$ cat src/rtl/modinv_pkg.sv
// Shared types and constants for the modular inverse block.
// No dependencies; used by modular_inverse_ext_euclid_top.
package modinv_pkg;

  // Reset value of the modulus register
  localparam int MODULUS_RESET = 66;

  // Sequencer states
  typedef enum logic [2:0] {
    ST_IDLE,
    ST_CHECK,
    ST_DIV,
    ST_UPDATE,
    ST_FINAL
  } state_t;

endpackage

$ cat src/rtl/modular_inverse_ext_euclid_top.sv
// Modular inverse by the extended Euclidean algorithm, top level.
// Depends on modinv_pkg and modinv_div.
//
// Usage:
//   Write the modulus through cfg_wen/cfg_wdata while the block is idle
//   (reset value 66). Each word on the s_ channel carries a value; the
//   block returns one word on the m_ channel with the inverse modulo the
//   modulus in m_tdata and the exists flag in m_tuser. When the gcd is not
//   one, inverse is zero and exists is clear.
// Operation:
//   Each Euclid step runs one check in ST_CHECK, VALUE_WIDTH divider
//   shifts and one coefficient update in ST_UPDATE. The steps repeat
//   until the next remainder is zero, so value zero runs no step; the
//   result then waits in ST_FINAL until the output register is free.
//   One item is in work at a time and s_tready is low meanwhile.
// Reset: synchronous; clears the sequencer and output valid, restores the
//   modulus to 66.
// Stall: a finished result sits in the output register; a new item can be
//   taken while it waits, and its result is held until the old one leaves.
module modular_inverse_ext_euclid_top #(
  parameter int VALUE_WIDTH = 16
) (
  input  logic                   clk,
  input  logic                   rst,
  // configuration
  input  logic                   cfg_wen,
  input  logic [VALUE_WIDTH-1:0] cfg_wdata,    // modulus
  // input stream
  input  logic                   s_tvalid,
  output logic                   s_tready,
  input  logic [((VALUE_WIDTH+7)/8)*8-1:0] s_tdata,  // [W-1:0] value, rest zero
  // output stream
  output logic                   m_tvalid,
  input  logic                   m_tready,
  output logic [((VALUE_WIDTH+7)/8)*8-1:0] m_tdata,  // [W-1:0] inverse, rest zero
  output logic                   m_tuser        // [0] exists
);

  localparam int W  = VALUE_WIDTH;
  localparam int DW = ((VALUE_WIDTH + 7) / 8) * 8;
  localparam int CW = VALUE_WIDTH + 2;

  modinv_pkg::state_t state, state_next;

  logic [W-1:0]         modulus;
  logic [W-1:0]         r, nr;
  logic signed [CW-1:0] t, nt;
  logic                 div_start;
  logic                 div_done;
  logic [W-1:0]         div_rem;
  logic signed [CW-1:0] div_prod;
  logic                 out_load;
  logic                 in_take;
  logic                 found;
  logic signed [CW-1:0] t_lift;
  logic [W-1:0]         inverse;

  // modulus register
  always_ff @(posedge clk) begin
    if (rst) begin
      modulus <= W'(modinv_pkg::MODULUS_RESET);
    end else if (cfg_wen) begin
      modulus <= cfg_wdata;
    end
  end

  // sequencer state
  always_ff @(posedge clk) begin
    if (rst) begin
      state <= modinv_pkg::ST_IDLE;
    end else begin
      state <= state_next;
    end
  end

  // next state and strobes
  always_comb begin
    state_next = state;
    s_tready   = 1'b0;
    in_take    = 1'b0;
    div_start  = 1'b0;
    out_load   = 1'b0;
    case (state)
      modinv_pkg::ST_IDLE: begin
        s_tready = 1'b1;
        if (s_tvalid) begin
          in_take    = 1'b1;
          state_next = modinv_pkg::ST_CHECK;
        end
      end
      modinv_pkg::ST_CHECK: begin
        if (nr == '0) begin
          state_next = modinv_pkg::ST_FINAL;
        end else begin
          div_start  = 1'b1;
          state_next = modinv_pkg::ST_DIV;
        end
      end
      modinv_pkg::ST_DIV: begin
        if (div_done) begin
          state_next = modinv_pkg::ST_UPDATE;
        end
      end
      modinv_pkg::ST_UPDATE: begin
        state_next = modinv_pkg::ST_CHECK;
      end
      modinv_pkg::ST_FINAL: begin
        if (!m_tvalid || m_tready) begin
          out_load   = 1'b1;
          state_next = modinv_pkg::ST_IDLE;
        end
      end
      default: begin
        state_next = modinv_pkg::ST_IDLE;
      end
    endcase
  end

  // remainder and coefficient pairs
  always_ff @(posedge clk) begin
    if (in_take) begin
      r  <= modulus;
      nr <= s_tdata[W-1:0];
      t  <= '0;
      nt <= CW'(1);
    end else if (state == modinv_pkg::ST_UPDATE) begin
      r  <= nr;
      nr <= div_rem;
      t  <= nt;
      nt <= t - div_prod;
    end
  end

  // shared divider: r / nr, accumulating q * nt
  modinv_div #(
    .W  (W),
    .CW (CW)
  ) u_div (
    .clk      (clk),
    .rst      (rst),
    .start    (div_start),
    .dividend (r),
    .divisor  (nr),
    .coef     (nt),
    .done     (div_done),
    .rem      (div_rem),
    .prod     (div_prod)
  );

  // final gcd check and lift of a negative coefficient
  assign found   = (r == W'(1));
  assign t_lift  = t[CW-1] ? (t + $signed({2'b00, modulus})) : t;
  assign inverse = found ? t_lift[W-1:0] : '0;

  // output register
  always_ff @(posedge clk) begin
    if (rst) begin
      m_tvalid <= 1'b0;
    end else if (out_load) begin
      m_tvalid <= 1'b1;
    end else if (m_tready) begin
      m_tvalid <= 1'b0;
    end
  end

  always_ff @(posedge clk) begin
    if (out_load) begin
      m_tdata <= DW'(inverse);
      m_tuser <= found;
    end
  end

endmodule

$ cat src/rtl/modinv_div.sv
// Shift-subtract divider, one quotient bit per cycle, that also accumulates
// quotient * coef so the caller can update its coefficient without a multiplier.
// Self-contained; instantiated by modular_inverse_ext_euclid_top.
module modinv_div #(
  parameter int W  = 16,
  parameter int CW = 18
) (
  input  logic                 clk,
  input  logic                 rst,
  input  logic                 start,
  input  logic [W-1:0]         dividend,
  input  logic [W-1:0]         divisor,
  input  logic signed [CW-1:0] coef,
  output logic                 done,
  output logic [W-1:0]         rem,
  output logic signed [CW-1:0] prod
);

  localparam int CNTW = $clog2(W);

  logic              run;
  logic [CNTW-1:0]   cnt;
  logic [W-1:0]      quo_sh;
  logic [W-1:0]      divr;
  logic signed [CW-1:0] cf;
  logic [W:0]        ptry;
  logic [W:0]        pdiff;
  logic              ge;

  // trial subtract of the next partial remainder
  assign ptry  = {rem, quo_sh[W-1]};
  assign pdiff = ptry - {1'b0, divr};
  assign ge    = (ptry >= {1'b0, divr});

  // control
  always_ff @(posedge clk) begin
    if (rst) begin
      run  <= 1'b0;
      done <= 1'b0;
      cnt  <= '0;
    end else begin
      done <= 1'b0;
      if (start) begin
        run <= 1'b1;
        cnt <= CNTW'(W - 1);
      end else if (run) begin
        cnt <= cnt - 1'b1;
        if (cnt == '0) begin
          run  <= 1'b0;
          done <= 1'b1;
        end
      end
    end
  end

  // datapath: remainder, dividend shifter, coefficient accumulator
  always_ff @(posedge clk) begin
    if (start) begin
      rem    <= '0;
      quo_sh <= dividend;
      divr   <= divisor;
      cf     <= coef;
      prod   <= '0;
    end else if (run) begin
      rem    <= ge ? pdiff[W-1:0] : ptry[W-1:0];
      quo_sh <= {quo_sh[W-2:0], 1'b0};
      prod   <= (prod <<< 1) + (ge ? cf : CW'(0));
    end
  end

endmodule
$ cat config.mk
export PLATFORM = sky130hd
export DESIGN_NAME = modular_inverse_ext_euclid_top
export DESIGN_NICKNAME = d
export VERILOG_FILES = /design/src/rtl/modinv_pkg.sv /design/src/rtl/modular_inverse_ext_euclid_top.sv /design/src/rtl/modinv_div.sv
export SDC_FILE = /design/constraint.sdc
export NUM_CORES = 1
export LEC_CHECK = 0
export BUFFER_PORTS_ARGS = -buffer_cell sky130_fd_sc_hd__buf_2
export CORE_UTILIZATION = 66
export CTS_CLUSTER_SIZE = 28
export DETAILED_ROUTE_END_ITERATION = 6
export PLACE_DENSITY = 0.94
export SLEW_MARGIN = 20
export SYNTH_ARGS = -nofsm -noshare
export SYNTH_HDL_FRONTEND = slang
export SYNTH_SLANG_ARGS = --single-unit
$ cat constraint.sdc
create_clock -name clk -period 7.3 [get_ports clk]
set_clock_uncertainty 0.2 [all_clocks]
set_input_delay 0.365 -clock clk [delete_from_list [all_inputs] [get_ports clk]]
set_output_delay 0.365 -clock clk [all_outputs]
set_load 0.01 [all_outputs]
# --- Word-level counts from Yosys, hierarchy flattened ---
# Index checks and enable logic that the tools add are counted.
op_classes:
  n_addsub: 5
  order_cmp: 1
  n_eq_ne: 8
  muxes: 29
  bitwise_logic: 1
  n_reduce_logical: 10
ops:
  columns: ["cell", "n"]
  rows:
  - ["$mux W16", 8]
  - ["$add A18 B18 Y18", 1]
  - ["$mux W18", 1]
  - ["$sub A18 B18 Y18", 1]
  - ["$ge A17 B16 Y1", 1]
  - ["$add A16 B16 Y16", 1]
  - ["$eq A16 B1 Y1 const B", 1]
  - ["$logic_not A16 Y1", 1]
  - ["$sub A16 B16 Y16", 1]
  - ["$pmux W3 S5", 1]
  - ["$mux W1", 13]
  - ["$mux W3", 4]
  - ["$mux W4", 2]
  - ["$eq A3 B2 Y1 const B", 2]
  - ["$reduce_bool A2 Y1", 3]
  - ["$logic_not A4 Y1", 1]
  - ["$ne A2 B2 Y1 const B", 2]
  - ["$sub A4 B1 Y4 const B", 1]
  - ["$eq A3 B1 Y1 const B", 1]
  - ["$eq A3 B3 Y1 const B", 1]
  - ["$logic_not A3 Y1", 1]
  - ["$reduce_and A3 Y1", 1]
  - ["$reduce_or A3 Y1", 1]
  - ["$ne A2 B1 Y1 const B", 1]
  - ["3 further kinds", 3]
totals:
  regBits: 195
  input_bits: 37
  out_inout_bits: 19

# --- Longest topological paths before layout ---
logic_depth:
  ltp_word: 5
  depth_mapped: 20
  ltp_nobuf: 18

# --- Cells and area by module ---
# From an unflattened synthesis, not the netlist that was laid out.
unflattened:
  hier_cells: 1055
  area_unflattened_um2: 10671.5
by_module_without_submodules:
  columns: ["mod", "n_inst", "cells_per_inst", "area_each_um2", "seq_area_each_um2"]
  rows:
  - ["modular_inverse_ext_euclid_top", 1, 571, 5691.7, 2592.5]
  - ["modinv_div", 1, 484, 4979.8, 2302.2]

# --- Worst setup path before layout ---
# OpenSTA, ideal clock, no wires.
synth_timing:
  kind: "register to register"
  from: "register u_div.divr[1]"
  to: "register u_div.prod[9]"
  setup_time_ns: 0.180
  arrival_ns: 3.725
  required_time_ns: 6.920
  path_slack_ns: 3.195
  stages_incl_launch_ff: 20
  period_less_slack_ns: 4.105
  path_cell_list: "edfxtp_1 > inv_1 > ha_1 > nor2b_1 > o2111a_1 > nor3_4 > o31ai_4 > a21oi_4 > buf_2 > nor2b_1 > ha_1 > fa_1 > a211oi_1 > nor2_1 > o31a_1 > o21a_1 > nor2_1 > xnor2_1 > mux2i_1 > nor2_1"
synth_between:
  elab_chain_cells: 3
synth_rtl:
  columns: ["element", "line", "source"]
  rows:
  - ["start, declared", "modinv_div.sv:24", "logic [W-1:0] divr;"]
  - ["start signal, assigned", "modinv_div.sv:61", "divr <= divisor;"]
  - ["$ge A17 B16 Y1", "modinv_div.sv:33", "assign ge = (ptry >= {1'b0, divr});"]
  - ["$mux W18", "modinv_div.sv:67", "prod <= (prod <<< 1) + (ge ? cf : CW'(0));"]
  - ["$add A18 B18 Y18", "modinv_div.sv:67", null]
  - ["end signal, assigned", "modinv_div.sv:67", null]
  - ["end, declared", "modinv_div.sv:16", "output logic signed [CW-1:0] prod"]
# Every way passes these cells.
# A chain may end at the register's enable or synchronous reset.

# --- Worst setup path after layout ---
layout_timing:
  from: "register u_div.divr[1]"
  to: "register u_div.prod[15]"
# Same word-level chain as after synthesis.

==> metrics <==
Worst path max stage delay 0.67 ns; Die X 128 um; Gate Count Post-Synth 1144; CP Capture Type flop; sequential area share after synthesis 0.468; Cell Chain, Critical Path inv_1 -> ha_1 -> nor2b_1 -> o2111a_1 -> nor3_4 -> o31ai_4 -> a21oi_4 -> buf_4 -> nor2b_1 -> ha_1 -> a211o_1 -> a21oi_1 -> o31ai_1 -> a21oi_1 -> o211a_1 -> xnor2_1 -> mux2i_1 -> nor2_1; post-DP HPWL 17.4 mm; leading area contributor after synthesis edfxtp_1; DRT iter0 DRCs 1313; Area Overhead vs Synth 12.2%; pre-CTS WS 2.52 ns; core area 0.0153 mm2; CP required 7.41 ns; post-synthesis mux area share 0.0365; Netlist cell types 55; commonest register cell after synthesis edfxtp_1; cell area after layout 0.0117 mm2; setup_tns 0 ns; final slew viol count 0; initial antenna violation count 0; number of synthesized register bits 195; slew at the pin closest to its max-slew limit 1.10 ns; CP Max Fanout 27; Starting Density 0.683; Vias 9192; Diodes inserted 0; drt wl/cell 20.6 um; Clock transition at path regs 0.07 ns; P_leak 4.88 nW; # H-tree levels 4; Residual DRC 0; Post-synth EDFFs 99; CP Class flop to flop; cts repair resizes 0; Num CTS Buffers 17; Compound-Gate Fraction of Synth Area 0.141; largest cells by area after synthesis edfxtp_1 28%, dfxtp_1 18%, nand2_1 8.4%; clock power share 0.267; gpl congestion 0.911; share of cells above drive strength 1 0.0874; slowest CP cell a21oi_4; synth warn 0; syn_area_per_cell 9.14 um2; first-pass GRT wire length 46.3 mm; post-synthesis cell area 0.0105 mm2; hold_ws 0.00939 ns; number of global-route vias before repair 9067; pwr/cell area 340 mW/mm2; largest net degree at the start of global routing 68; antenna-violating nets left 0; Comb power frac 0.363; Fmax 0.196 GHz; post-layout util 0.767; Clk Latency, worst-skew pair 0.45 ns; CTS tree yes; DRT Pass-1 Iters 7; share of synthesized registers carrying an async set or reset 0; Sw Share 0.360; I/O pin total 56; total track usage 0.369; Hold Violations, Final 0; Final setup viols 0; CTS sink cnt 195; grt total ovfl 0; # rows 45; Yosys top cell area share 0.284; fin crit period 5.10 ns; arrival time worst endpoint 5.20 ns; Max-Cap Viols 0; CP Launch Type flop; post-synthesis simple-gate area fraction 0.188; worst min-delay path class input pin to flop; CTS Root Cell clkbuf_16; DP Area 0.0109 mm2; FF/Latch Area 0.00490 mm2; final setup margin 2.20 ns; outcome finished, final reports clean; period utilisation layout 0.698; Port Buffers 55; Worst slew margin 0.266; worst IR drop on VDD 0.202 mV; height of the die 128 um; RSZ-0062 raised after global routing false; Max clock buf depth 2; final wirelength 29.3 mm; DIE AREA 0.0164 mm2; Int Pwr 2.55 mW; nets@finish 1306; P_sw 1.43 mW; filler instances 929; XOR/XNOR Fraction of Synth Area 0.0427; sequential power share 0.370; largest family of logic cells by synthesized area simple AND/OR/NAND/NOR gates; area taken by multi-input logic gates 0.00518 mm2; Post-Synth Adder-Cell Area 0.0854; vias per cell 6.46; Syn Nets 1250
==> power by group through the flow <==
stage	logic, mW	registers [mW]	clock network (mW)
finish	1.45	1.48	1.06
floorplan	1.12	1.43	0
global placement	1.29	1.48	0
detailed placement	1.34	1.48	0
global route	1.58	1.49	1.10
CTS	1.40	1.47	1.05
==> layout by cell type, fill, tap and decap left out, drive strengths merged, types with 28 or more instances in the layout <==
master | synthesis | layout
nand2 | 235 | 235
ha | 65 | 65
a21oi | 109 | 109
buf | 7 | 62
nor2b | 28 | 28
nor2 | 87 | 87
xnor2 | 41 | 41
inv | 53 | 56
dfxtp | 96 | 96
edfxtp | 99 | 99
mux2i | 37 | 37
o21ai | 54 | 54
==> cell type report <==
| class | instances | area share |
|---|---|---|
| Clock buffer | 19 | 0.0369 |
| Clock inverter | 13 | 0.0195 |
| Inverter | 54 | 0.0173 |
| Multi-Input combinational cell | 849 | 0.441 |
| Sequential cell | 195 | 0.417 |
| Tap cell | 211 | 0.0225 |
| Timing Repair Buffer | 83 | 0.0458 |
==> synthesized netlist by cell type (all sizes together), types with 2 or more instances <==
| master | count |
|---|---|
| a211oi | 18 |
| o31ai | 5 |
| nand2 | 235 |
| a21o | 13 |
| nand2b | 8 |
| a31oi | 6 |
| o21bai | 2 |
| and2 | 2 |
| o22ai | 3 |
| and3 | 6 |
| nor3 | 26 |
| nand3b | 3 |
| o31a | 3 |
| o21a | 12 |
| buf | 7 |
| inv | 53 |
| or3 | 7 |
| nor4 | 15 |
| edfxtp | 99 |
| o221ai | 2 |
| o41ai | 2 |
| fa | 4 |
| or2 | 2 |
| clkbuf | 39 |
| o211a | 2 |
| a211o | 2 |
| nor2 | 87 |
| xnor2 | 41 |
| xor2 | 10 |
| nor4b | 3 |
| mux2i | 37 |
| dfxtp | 96 |
| ha | 65 |
| o211ai | 7 |
| nand3 | 15 |
| nand4 | 9 |
| a21oi | 109 |
| nor2b | 28 |
| o21ai | 54 |
==> what timing repair did <==
item | CTS | global route
buffers inserted | 0 | 0
hold buffers | 21 | 0
endpoints found under the hold margin | 21 | 0
==> metrics by stage <==
stage	cells	power, mW
after floorplan	1144	2.55
after global placement	1371	2.77
after detailed placement	1371	2.83
after CTS	1424	3.92
after global routing	1424	4.17
final	1424	3.99
==> worst paths after layout <==
kind,startpoint,endpoint,slack [ns],cells past startpoint
hold / removal,s_tdata[13],nr[13],0.009,3
hold reg to reg,nt[11],u_div.cf[11],0.26,0
setup / recovery,u_div.divr[1],u_div.prod[15],2.20,18
setup reg to reg,u_div.divr[1],u_div.prod[15],2.20,18
==> routing by layer <==
metal | global-route usage | wire [um] | part of all wire
met1 | 0.441 | 10400 | 0.36
met4 | 0.203 | 1530 | 0.052
met3 | 0.0856 | 3120 | 0.11
met5 | 0 | 0 | 0
met2 | 0.619 | 14200 | 0.49
==> kinds of logic after synthesis <==
logic type	count (synthesis)
compound gates	243
xor+xnor	51
fa+ha+maj	69
buf+inv	100
flops	195
mux	38
simple gates	448
==> sequential cells by signal (all words and copies together) (netlist names), 18 cells and up <==
name / flops
nt: 18
t: 18
u_div.cf: 18
u_div.prod: 18
==> critical path, delay by kind of cell, from the launching register on <==
family	cells	cell delay, ns
multiplexers	1	0.24
AO/OA/AOI/OAI	8	2.31
XOR/XNOR	1	0.11
flip-flops	1	0.44
buffers and inverters	2	0.45
adder cells (fa/ha/maj)	2	0.59
AND/OR/NAND/NOR	4	0.59
No activity file was read; power rests on OpenSTA's default activity.
